### config.mk
export PLATFORM = sky130hd
export DESIGN_NAME = keyed_record_stack_search_sort_flat
export DESIGN_NICKNAME = d
export VERILOG_FILES = /design/src/rtl/core/krss_pkg.sv /design/src/rtl/core/krss_in_if.sv /design/src/rtl/core/krss_out_if.sv /design/src/rtl/core/krss_ram.sv /design/src/rtl/core/krss_ctrl.sv /design/src/rtl/core/krss_dp.sv /design/src/rtl/core/keyed_record_stack_search_sort.sv /design/src/flat_wrapper.sv
export SDC_FILE = /design/constraint.sdc
export NUM_CORES = 2
export LEC_CHECK = 0
export BUFFER_PORTS_ARGS = -buffer_cell sky130_fd_sc_hd__buf_2
export CORE_ASPECT_RATIO = 0.6
export CORE_UTILIZATION = 62
export CTS_CLUSTER_SIZE = 10
export DETAILED_ROUTE_END_ITERATION = 7
export PLACE_DENSITY = 0.79
export SLEW_MARGIN = 10
export SYNTH_ARGS = -nofsm -noshare
export SYNTH_HDL_FRONTEND = slang
export SYNTH_HIERARCHICAL = 1
export SYNTH_SLANG_ARGS = --single-unit
### constraint.sdc
create_clock -name clk -period 19.35 [get_ports clk]
set_input_delay 1.935 -clock clk [delete_from_list [all_inputs] [get_ports clk]]
set_output_delay 1.935 -clock clk [all_outputs]
set_load 0.02 [all_outputs]
### src/rtl/core/krss_pkg.sv
package krss_pkg;

  localparam int MODE_W = 2;
  localparam int KEY_W = 32;
  localparam int TAG_W = 32;
  localparam int STATUS_W = 2;
  localparam int REC_W = KEY_W + TAG_W;
  localparam int DEFAULT_STACK_DEPTH = 32;

  typedef enum logic [MODE_W-1:0] {
    MODE_PUSH   = 2'd0,
    MODE_POP    = 2'd1,
    MODE_SEARCH = 2'd2,
    MODE_SORT   = 2'd3
  } mode_t;

  typedef enum logic [STATUS_W-1:0] {
    ST_OK        = 2'd0,
    ST_EMPTY     = 2'd1,
    ST_FULL      = 2'd2,
    ST_NOT_FOUND = 2'd3
  } status_t;

  // Commands from the sequencer to the datapath.
  typedef struct packed {
    logic in_ready;
    logic load_item;
    logic srch_start;
    logic sort_start;
    logic rd_i;
    logic rd_j;
    logic load_rec;
    logic srch_hit;
    logic step_j;
    logic swap;
    logic wr_i;
    logic finish;
  } cmd_t;

  // Status from the datapath back to the sequencer.
  typedef struct packed {
    logic  in_valid;
    mode_t mode;
    logic  occ_zero;
    logic  occ_le1;
    logic  key_eq;
    logic  key_gt;
    logic  j_zero;
    logic  i_one;
    logic  slot_free;
  } stat_t;

endpackage

### src/rtl/core/krss_in_if.sv
interface krss_in_if;
  logic                             valid;
  logic                             ready;
  logic [krss_pkg::MODE_W-1:0]      mode;
  logic signed [krss_pkg::KEY_W-1:0] key;
  logic [krss_pkg::TAG_W-1:0]       name_tag;

  modport source (output valid, mode, key, name_tag, input ready);
  modport sink (input valid, mode, key, name_tag, output ready);
endinterface

### src/rtl/core/krss_out_if.sv
interface krss_out_if;
  logic                              valid;
  logic                              ready;
  logic [krss_pkg::STATUS_W-1:0]     status;
  logic signed [krss_pkg::KEY_W-1:0] found_key;
  logic [krss_pkg::TAG_W-1:0]        found_name;

  modport source (output valid, status, found_key, found_name, input ready);
  modport sink (input valid, status, found_key, found_name, output ready);
endinterface

### src/rtl/core/krss_ram.sv
module krss_ram #(
  parameter int WIDTH = krss_pkg::REC_W,
  parameter int DEPTH = krss_pkg::DEFAULT_STACK_DEPTH
) (
  input  logic                     clk,
  input  logic                     we,
  input  logic [$clog2(DEPTH)-1:0] waddr,
  input  logic [WIDTH-1:0]         wdata,
  input  logic                     re,
  input  logic [$clog2(DEPTH)-1:0] raddr,
  output logic [WIDTH-1:0]         rdata
);

  logic [WIDTH-1:0] mem [DEPTH];

  always_ff @(posedge clk) begin
    if (we) begin
      mem[waddr] <= wdata;
    end
    if (re) begin
      rdata <= mem[raddr];
    end
  end

endmodule

### src/rtl/core/krss_ctrl.sv
module krss_ctrl (
  input  logic            clk,
  input  logic            rst,
  input  krss_pkg::stat_t stat,
  output krss_pkg::cmd_t  cmd
);

  typedef enum logic [9:0] {
    S_IDLE     = 10'b0000000001,
    S_DECODE   = 10'b0000000010,
    S_SRCH_RD  = 10'b0000000100,
    S_SRCH_CMP = 10'b0000001000,
    S_SORT_RDI = 10'b0000010000,
    S_SORT_LDI = 10'b0000100000,
    S_SORT_RDJ = 10'b0001000000,
    S_SORT_CMP = 10'b0010000000,
    S_SORT_WRI = 10'b0100000000,
    S_FIN      = 10'b1000000000
  } state_t;

  state_t state;
  state_t state_next;

  always_ff @(posedge clk) begin
    if (rst) begin
      state <= S_IDLE;
    end else begin
      state <= state_next;
    end
  end

  always_comb begin
    cmd = '0;
    state_next = state;
    unique case (state)
      S_IDLE: begin
        cmd.in_ready = 1'b1;
        if (stat.in_valid) begin
          cmd.load_item = 1'b1;
          state_next = S_DECODE;
        end
      end
      S_DECODE: begin
        unique case (stat.mode)
          krss_pkg::MODE_SEARCH: begin
            if (stat.occ_zero) begin
              state_next = S_FIN;
            end else begin
              cmd.srch_start = 1'b1;
              state_next = S_SRCH_RD;
            end
          end
          krss_pkg::MODE_SORT: begin
            if (stat.occ_le1) begin
              state_next = S_FIN;
            end else begin
              cmd.sort_start = 1'b1;
              state_next = S_SORT_RDI;
            end
          end
          default: begin
            state_next = S_FIN;
          end
        endcase
      end
      S_SRCH_RD: begin
        cmd.rd_j = 1'b1;
        state_next = S_SRCH_CMP;
      end
      S_SRCH_CMP: begin
        if (stat.key_eq) begin
          cmd.srch_hit = 1'b1;
          state_next = S_FIN;
        end else if (stat.j_zero) begin
          state_next = S_FIN;
        end else begin
          cmd.step_j = 1'b1;
          state_next = S_SRCH_RD;
        end
      end
      S_SORT_RDI: begin
        cmd.rd_i = 1'b1;
        state_next = S_SORT_LDI;
      end
      S_SORT_LDI: begin
        cmd.load_rec = 1'b1;
        state_next = S_SORT_RDJ;
      end
      S_SORT_RDJ: begin
        cmd.rd_j = 1'b1;
        state_next = S_SORT_CMP;
      end
      S_SORT_CMP: begin
        cmd.swap = stat.key_gt;
        if (stat.j_zero) begin
          state_next = S_SORT_WRI;
        end else begin
          cmd.step_j = 1'b1;
          state_next = S_SORT_RDJ;
        end
      end
      S_SORT_WRI: begin
        cmd.wr_i = 1'b1;
        state_next = stat.i_one ? S_FIN : S_SORT_RDI;
      end
      S_FIN: begin
        if (stat.slot_free) begin
          cmd.finish = 1'b1;
          state_next = S_IDLE;
        end
      end
      default: begin
        state_next = S_IDLE;
      end
    endcase
  end

endmodule

### src/rtl/core/krss_dp.sv
module krss_dp #(
  parameter int STACK_DEPTH = krss_pkg::DEFAULT_STACK_DEPTH
) (
  input  logic            clk,
  input  logic            rst,
  krss_in_if.sink         in_ch,
  krss_out_if.source      out_ch,
  input  krss_pkg::cmd_t  cmd,
  output krss_pkg::stat_t stat
);

  localparam int ADDR_W = $clog2(STACK_DEPTH);
  localparam int OCC_W = $clog2(STACK_DEPTH + 1);

  logic [OCC_W-1:0]                  occ;
  logic [OCC_W-1:0]                  occ_m1;
  logic                              occ_full;
  logic                              occ_zero;
  krss_pkg::mode_t                   item_mode;
  logic signed [krss_pkg::KEY_W-1:0] item_key;
  logic [krss_pkg::TAG_W-1:0]        item_tag;
  logic [ADDR_W-1:0]                 idx_i;
  logic [ADDR_W-1:0]                 idx_j;
  logic signed [krss_pkg::KEY_W-1:0] rec_key;
  logic [krss_pkg::TAG_W-1:0]        rec_name;
  logic                              found;
  logic signed [krss_pkg::KEY_W-1:0] found_key;
  logic [krss_pkg::TAG_W-1:0]        found_name;
  logic                              out_valid;
  krss_pkg::status_t                 out_status;
  logic signed [krss_pkg::KEY_W-1:0] out_key;
  logic [krss_pkg::TAG_W-1:0]        out_name;
  krss_pkg::status_t                 res_status;
  logic [krss_pkg::REC_W-1:0]        rd_rec;
  logic signed [krss_pkg::KEY_W-1:0] rd_key;
  logic [krss_pkg::TAG_W-1:0]        rd_name;
  logic                              push_wr;
  logic                              ram_we;
  logic [ADDR_W-1:0]                 ram_waddr;
  logic [krss_pkg::REC_W-1:0]        ram_wdata;
  logic [ADDR_W-1:0]                 ram_raddr;

  assign occ_m1 = occ - OCC_W'(1);
  assign occ_full = (occ == OCC_W'(STACK_DEPTH));
  assign occ_zero = (occ == '0);
  assign rd_key = rd_rec[krss_pkg::REC_W-1:krss_pkg::TAG_W];
  assign rd_name = rd_rec[krss_pkg::TAG_W-1:0];
  assign push_wr = cmd.finish && (item_mode == krss_pkg::MODE_PUSH) && !occ_full;

  // The record store has one write port; swap, write-back and push never coincide.
  always_comb begin
    ram_we = 1'b0;
    ram_waddr = idx_j;
    ram_wdata = {rec_key, rec_name};
    priority if (cmd.swap) begin
      ram_we = 1'b1;
    end else if (cmd.wr_i) begin
      ram_we = 1'b1;
      ram_waddr = idx_i;
    end else if (push_wr) begin
      ram_we = 1'b1;
      ram_waddr = occ[ADDR_W-1:0];
      ram_wdata = {item_key, item_tag};
    end
  end

  assign ram_raddr = cmd.rd_i ? idx_i : idx_j;

  krss_ram #(
    .WIDTH (krss_pkg::REC_W),
    .DEPTH (STACK_DEPTH)
  ) u_ram (
    .clk   (clk),
    .we    (ram_we),
    .waddr (ram_waddr),
    .wdata (ram_wdata),
    .re    (cmd.rd_i || cmd.rd_j),
    .raddr (ram_raddr),
    .rdata (rd_rec)
  );

  always_ff @(posedge clk) begin
    if (cmd.load_item) begin
      item_mode <= krss_pkg::mode_t'(in_ch.mode);
      item_key <= in_ch.key;
      item_tag <= in_ch.name_tag;
    end
  end

  always_ff @(posedge clk) begin
    if (cmd.sort_start) begin
      idx_i <= occ_m1[ADDR_W-1:0];
    end else if (cmd.wr_i) begin
      idx_i <= idx_i - ADDR_W'(1);
    end
  end

  always_ff @(posedge clk) begin
    priority if (cmd.srch_start) begin
      idx_j <= occ_m1[ADDR_W-1:0];
    end else if (cmd.load_rec) begin
      idx_j <= idx_i - ADDR_W'(1);
    end else if (cmd.step_j) begin
      idx_j <= idx_j - ADDR_W'(1);
    end
  end

  // The held record is the live content of position i during the inner walk.
  always_ff @(posedge clk) begin
    if (cmd.load_rec || cmd.swap) begin
      rec_key <= rd_key;
      rec_name <= rd_name;
    end
  end

  always_ff @(posedge clk) begin
    if (rst) begin
      found <= 1'b0;
    end else if (cmd.load_item) begin
      found <= 1'b0;
    end else if (cmd.srch_hit) begin
      found <= 1'b1;
    end
  end

  always_ff @(posedge clk) begin
    if (cmd.srch_hit) begin
      found_key <= rd_key;
      found_name <= rd_name;
    end
  end

  always_comb begin
    unique case (item_mode)
      krss_pkg::MODE_PUSH:   res_status = occ_full ? krss_pkg::ST_FULL : krss_pkg::ST_OK;
      krss_pkg::MODE_POP:    res_status = occ_zero ? krss_pkg::ST_EMPTY : krss_pkg::ST_OK;
      krss_pkg::MODE_SEARCH: res_status = found ? krss_pkg::ST_OK : krss_pkg::ST_NOT_FOUND;
      default:               res_status = krss_pkg::ST_OK;
    endcase
  end

  always_ff @(posedge clk) begin
    if (rst) begin
      occ <= '0;
    end else if (push_wr) begin
      occ <= occ + OCC_W'(1);
    end else if (cmd.finish && (item_mode == krss_pkg::MODE_POP) && !occ_zero) begin
      occ <= occ_m1;
    end
  end

  always_ff @(posedge clk) begin
    if (rst) begin
      out_valid <= 1'b0;
    end else if (cmd.finish) begin
      out_valid <= 1'b1;
    end else if (out_ch.ready) begin
      out_valid <= 1'b0;
    end
  end

  always_ff @(posedge clk) begin
    if (cmd.finish) begin
      out_status <= res_status;
      out_key <= found ? found_key : '0;
      out_name <= found ? found_name : '0;
    end
  end

  assign in_ch.ready = cmd.in_ready;
  assign out_ch.valid = out_valid;
  assign out_ch.status = out_status;
  assign out_ch.found_key = out_key;
  assign out_ch.found_name = out_name;

  assign stat.in_valid = in_ch.valid;
  assign stat.mode = item_mode;
  assign stat.occ_zero = occ_zero;
  assign stat.occ_le1 = (occ <= OCC_W'(1));
  assign stat.key_eq = (rd_key == item_key);
  assign stat.key_gt = (rec_key > rd_key);
  assign stat.j_zero = (idx_j == '0);
  assign stat.i_one = (idx_i == ADDR_W'(1));
  assign stat.slot_free = !out_valid || out_ch.ready;

  a_occ_bound: assert property (@(posedge clk) disable iff (rst)
    occ <= OCC_W'(STACK_DEPTH))
    else $error("occupancy above stack depth");

  a_occ_only_at_finish: assert property (@(posedge clk) disable iff (rst)
    !cmd.finish |=> $stable(occ))
    else $error("occupancy changed outside result delivery");

  a_one_writer: assert property (@(posedge clk) disable iff (rst)
    $onehot0({cmd.swap, cmd.wr_i, push_wr}))
    else $error("two writers on the record store");

  a_hit_key: assert property (@(posedge clk) disable iff (rst)
    cmd.srch_hit |=> found_key == item_key)
    else $error("search hit captured a record with another key");

endmodule

### src/rtl/core/keyed_record_stack_search_sort.sv
// Channel   Role    Beat payload
// in_ch     sink    mode, key, name_tag
// out_ch    source  status, found_key, found_name
//
// An input beat is taken only while the sequencer is idle; one result beat follows.
// Push and pop go from decode straight to delivery; a search reads, then compares, each entry
// scanned. A sort reads and loads the record at position i, reads and compares each pair in
// its compare walk, then writes i back, all through the one-read, one-write record RAM.
// Synchronous reset empties the stack; the record RAM needs no clearing pass.
// A new item is taken while a result waits; its own result then holds until out_ch drains.
module keyed_record_stack_search_sort #(
  parameter int STACK_DEPTH = krss_pkg::DEFAULT_STACK_DEPTH
) (
  input logic        clk,
  input logic        rst,
  krss_in_if.sink    in_ch,
  krss_out_if.source out_ch
);

  krss_pkg::cmd_t  cmd;
  krss_pkg::stat_t stat;

  krss_ctrl u_ctrl (
    .clk  (clk),
    .rst  (rst),
    .stat (stat),
    .cmd  (cmd)
  );

  krss_dp #(
    .STACK_DEPTH (STACK_DEPTH)
  ) u_dp (
    .clk    (clk),
    .rst    (rst),
    .in_ch  (in_ch),
    .out_ch (out_ch),
    .cmd    (cmd),
    .stat   (stat)
  );

endmodule
### src/flat_wrapper.sv
// flat-port wrapper written by rule: the top's interface ports become plain ports
module keyed_record_stack_search_sort_flat 
#(
  parameter int STACK_DEPTH = krss_pkg::DEFAULT_STACK_DEPTH
)
  (clk, rst, in_ch_valid, in_ch_mode, in_ch_key, in_ch_name_tag, in_ch_ready, out_ch_valid, out_ch_status, out_ch_found_key, out_ch_found_name, out_ch_ready);
  krss_in_if in_ch_i ();
  krss_out_if out_ch_i ();
  input logic clk;
  input logic rst;
  input wire logic [$bits(in_ch_i.valid)-1:0] in_ch_valid;
  input wire logic [$bits(in_ch_i.mode)-1:0] in_ch_mode;
  input wire logic [$bits(in_ch_i.key)-1:0] in_ch_key;
  input wire logic [$bits(in_ch_i.name_tag)-1:0] in_ch_name_tag;
  output wire logic [$bits(in_ch_i.ready)-1:0] in_ch_ready;
  output wire logic [$bits(out_ch_i.valid)-1:0] out_ch_valid;
  output wire logic [$bits(out_ch_i.status)-1:0] out_ch_status;
  output wire logic [$bits(out_ch_i.found_key)-1:0] out_ch_found_key;
  output wire logic [$bits(out_ch_i.found_name)-1:0] out_ch_found_name;
  input wire logic [$bits(out_ch_i.ready)-1:0] out_ch_ready;
  assign in_ch_i.valid = in_ch_valid;
  assign in_ch_i.mode = in_ch_mode;
  assign in_ch_i.key = in_ch_key;
  assign in_ch_i.name_tag = in_ch_name_tag;
  assign in_ch_ready = in_ch_i.ready;
  assign out_ch_valid = out_ch_i.valid;
  assign out_ch_status = out_ch_i.status;
  assign out_ch_found_key = out_ch_i.found_key;
  assign out_ch_found_name = out_ch_i.found_name;
  assign out_ch_i.ready = out_ch_ready;
  keyed_record_stack_search_sort #(.STACK_DEPTH(STACK_DEPTH)) u_core (.clk(clk), .rst(rst), .in_ch(in_ch_i), .out_ch(out_ch_i));
endmodule
==> impl_metrics.yaml <==
status:
  outcome: "complete, no violations"
drt:
  num_vias: 45600
  drc_errors: 0
  vias_per_cell: 7.33
  drt-pass1-iter-count: 6
  final_antenna_net_count: 0
  drt_iter0_drc: 7100
  drt_wl_total_um: 250000
  wl_per_cell_um: 40.2
clock_tree:
  cts_buffers: 290
  holdBufCountCts: 0
  clkTransAtPathRegs_ns: 0.06
  post-cts-setup-buffers: 0
  cts_tree: "done"
  clock_latency_ns: 0.93
  cts.path.max_buffers: 4
  clock-root-buffer: "clkbuf_16"
  cts_resized: 0
  h-tree-depth: 5
  cts_num_sinks: 2400
placed_design:
  placed_cells: 5883
  dp_hpwl_um: 131000
  io_buffers: 137
  place_area_mm2: 0.0953
  place_congestion: 0.922
yosys:
  syn_inst: 3912
  synthMuxAreaShare: 0.171
  synth_warnings: 6
  syn-cell-area_mm2: 0.0921
  ys.flop_type: "edfxtp_1"
  avgSynthCellArea_um2: 23.5
  yosys.area_share.simple: 0.0163
  synth_adder_area_share: 0.00530
  synth_compound_area_frac: 0.00972
  synth-seq-cells: 2400
  ys_seq_area_frac: 0.780
  postSynthNetCount: 4021
  synth_top_family_by_area: "multiplexers"
  synth_edf_count: 2382
  synth_xor_area_frac: 0.00456
  synthDistinctLibCells: 72
  async_flop_share: 0
global_routing:
  grt_use_total: 0.340
  grt_pass1_vias: 45800
  grt_max_degree: 142
  antenna_found_initial: 11
  grt_pass1_wl_um: 349000
  overflow: 0
critical_path:
  worst_path_max_delay_cell: "nor2_4"
  start_kind: "register"
  critPathCaptureType: "register"
  cpMostUsedCell: "nand2_1"
  slowest_delay_ns: 1.07
  arrival_ns: 7.48
  crit_chain: "inv_1 -> ha_1 -> nand2_1 -> nor4_1 -> a21boi_0 -> o31ai_1 -> o2111ai_1 -> mux2i_1 -> and2_1 -> o21bai_1 -> nand2_1 -> o21ai_0 -> nand3_1 -> nor2_4 -> buf_4"
  path_buf_inv: 2
  worstPathMaxFanout: 46
  required_ns: 19.85
  worstSetupPathType: "reg2reg"
  reg2reg_from: "u_core/u_dp/u_ram/rdata[38]$_DFFE_PP_"
  crit_path_start: "u_core/u_dp/u_ram/rdata[38]$_DFFE_PP_"
  path_delay_family: "simple AND/OR/NAND/NOR gates"
final_layout:
  final_nets: 4343
  drive_above_1_share: 0.310
  syn_to_final_growth_pct: 11.6
  stdcell_count: 6213
  postLayoutCellArea_mm2: 0.103
timing:
  grt_setup_unrepaired: "false"
  slew_headroom: 0.107
  fin_crit_ns: 6.98
  clock_skew_ns: 0.0666
  final_hold_viol_count: 0
  min_period_over_period: 0.361
  fmax_mhz: 143
  tightest_slew_ns: 1.34
  slew_viol_final: 0
  fin_tns_setup_ns: 0
  setup_viol: 0
power:
  power_density_mw_per_mm2: 100
  peakVddDrop_v: 0.0000983
  clock_power_share: 0.448
  switching_share: 0.190
  p_leak_nw: 31.9
  intPower_mw: 8.36
  power_frac_comb: 0.004
  p_seq_frac: 0.549
  p_sw_mw: 1.96
die:
  rows: 109
  core_area_mm2: 0.147
  start_util: 0.625
  fp.dieW_um: 500
  die_h_um: 301
  ios: 138
  dieArea_mm2: 0.150
job:
  cap_violations: 0
min_path:
  hp-start: "u_core/u_dp/u_ram/rdata[30]$_DFFE_PP_"
  hp-class: "reg2reg"
==> kinds of logic (layout without fill, tap and decap cells) <==
family | Yosys count | count (layout)
AOI/OAI and AO/OA | 133 | 133
xor gates and xnor gates | 48 | 48
buffers and inverters | 237 | 591
DFF | 2400 | 2400
muxes | 789 | 789
adders and majority gates | 39 | 39
and+or+nand+nor | 266 | 266
other | 0 | 5
==> worst paths after layout <==
path / endpoint / slack [ns] / cells after the start
max: u_core/u_dp/u_ram/mem[7][41]$_DFFE_PP_ / 12.37 / 15
min: u_core/u_dp/rec_name[30]$_DFFE_PP_ / 0.45 / 0
max reg2reg: u_core/u_dp/u_ram/mem[7][41]$_DFFE_PP_ / 12.37 / 15
min reg2reg: u_core/u_dp/rec_name[30]$_DFFE_PP_ / 0.45 / 0
==> power by group through the flow <==
stage / combinational [mW] / sequential, mW / clock, mW
after floorplan: 0.0175 / 5.76 / 0
after global placement: 0.0385 / 5.77 / 0
after detailed placement: 0.0392 / 5.77 / 0
after CTS: 0.0397 / 5.66 / 4.66
after global routing: 0.0424 / 5.66 / 4.84
final: 0.0399 / 5.66 / 4.62
==> worst register-to-register path, stage by stage (launching register included) <==
cell       delay (ns)
edfxtp_1         0.59
inv_1            0.10
ha_1             0.29
nand2_1          0.08
nor4_1           0.59
a21boi_0         0.43
o31ai_1          0.16
o2111ai_1        0.14
mux2i_1          0.19
and2_1           0.41
o21bai_1         0.25
nand2_1          0.09
o21ai_0          0.20
nand3_1          0.87
nor2_4           1.08
buf_4            1.02
==> flip-flops by register name, indices dropped and copies added (netlist names) <==
signal / flops
u_core/u_dp/out_ch.found_name: 32
u_core/u_ctrl/state: 10
u_core/u_dp/found: 1
u_core/u_dp/found_key: 32
u_core/u_dp/out_ch.valid: 1
u_core/u_dp/item_key: 32
u_core/u_dp/occ: 6
u_core/u_dp/rec_key: 32
u_core/u_dp/u_ram/mem: 2048
u_core/u_dp/idx_i: 5
u_core/u_dp/rec_name: 32
u_core/u_dp/out_ch.found_key: 32
u_core/u_dp/u_ram/rdata: 64
u_core/u_dp/out_ch.status: 2
u_core/u_dp/item_tag: 32
u_core/u_dp/found_name: 32
u_core/u_dp/idx_j: 5
u_core/u_dp/item_mode: 2
==> area by class of cell <==
| cell class | instances | area (um2) |
|---|---|---|
| tap | 1942 | 2430 |
| fill | 8225 | 44400 |
| timing repair buffer | 218 | 1340 |
| clock buffer | 318 | 7490 |
| clock inverter | 6 | 55.1 |
| inverter | 49 | 184 |
| multi-input combinational | 1275 | 19400 |
| sequential | 2400 | 71900 |
| antenna | 5 | 12.5 |
==> cell usage after synthesis, types with 3 or more instances <==
library cell	instances	area, um2
a221oi_1	12	105
nand2_1	29	109
a21o_1	4	30.0
nor4b_1	7	61.3
mux4_2	602	13600
buf_2	67	335
o22ai_1	10	62.6
buf_4	19	143
dfxtp_1	18	360
a21oi_1	29	145
mux2_2	92	1040
o221ai_1	3	26.3
nand3_1	9	45.0
xor2_1	39	342
buf_1	18	67.6
o21ai_0	31	155
o211ai_1	5	37.5
inv_1	48	180
nor3b_1	5	37.5
edfxtp_1	2382	71500
or2_2	3	18.8
ha_1	39	488
a22oi_1	8	60.1
nand3b_1	5	37.5
nand4_1	12	75.1
mux2_4	48	721
buf_6	13	146
nor3_1	7	35.0
nor2b_1	8	50.1
nor4_1	14	87.6
o31a_1	3	26.3
or3_1	5	31.3
xnor2_1	9	78.8
mux2i_1	47	470
nor2_1	71	267
nand2b_1	5	31.3
clkbuf_1	71	267
o2bb2ai_1	3	26.3
and2_1	69	432
a211oi_1	4	30.0
==> routing by layer <==
layer	track usage	vias to the layer above	share of wire
li1	-	17000	-
met1	0.486	23900	0.36
met2	0.494	3982	0.45
met3	0.122	575	0.15
met4	0.114	10	0.034
met5	0	-	0.00028
==> per-stage QoR <==
| step | hold WS, ns | setup WS (ns) | utilization | power, mW |
|---|---|---|---|---|
| after global routing | 0.457 | 12.22 | 0.698 | 10.5 |
| after global placement | 0.427 | 12.10 | 0.647 | 5.81 |
| final | 0.454 | 12.37 | 0.698 | 10.3 |
| after detailed placement | 0.436 | 11.94 | 0.647 | 5.81 |
| after CTS | 0.454 | 12.61 | 0.698 | 10.4 |
| after floorplan | 0.421 | 4.82 | - | 5.78 |
==> layout by cell type, fill, tap and decap left out, drive strengths merged, types with 8 or more instances in the layout <==
master     n
buf      218
mux4     602
mux2i     47
xnor2      9
inv       52
nor2      71
edfxtp  2382
a221oi    12
dfxtp     18
nor3      10
a21oi     29
nor4      15
nor2b      8
nand3      9
and2      70
o22ai     10
nand4     12
mux2     140
clkbuf   318
ha        39
o21ai     32
nand2     30
a22oi      8
xor2      39
Power figures use the tool's default switching activity.
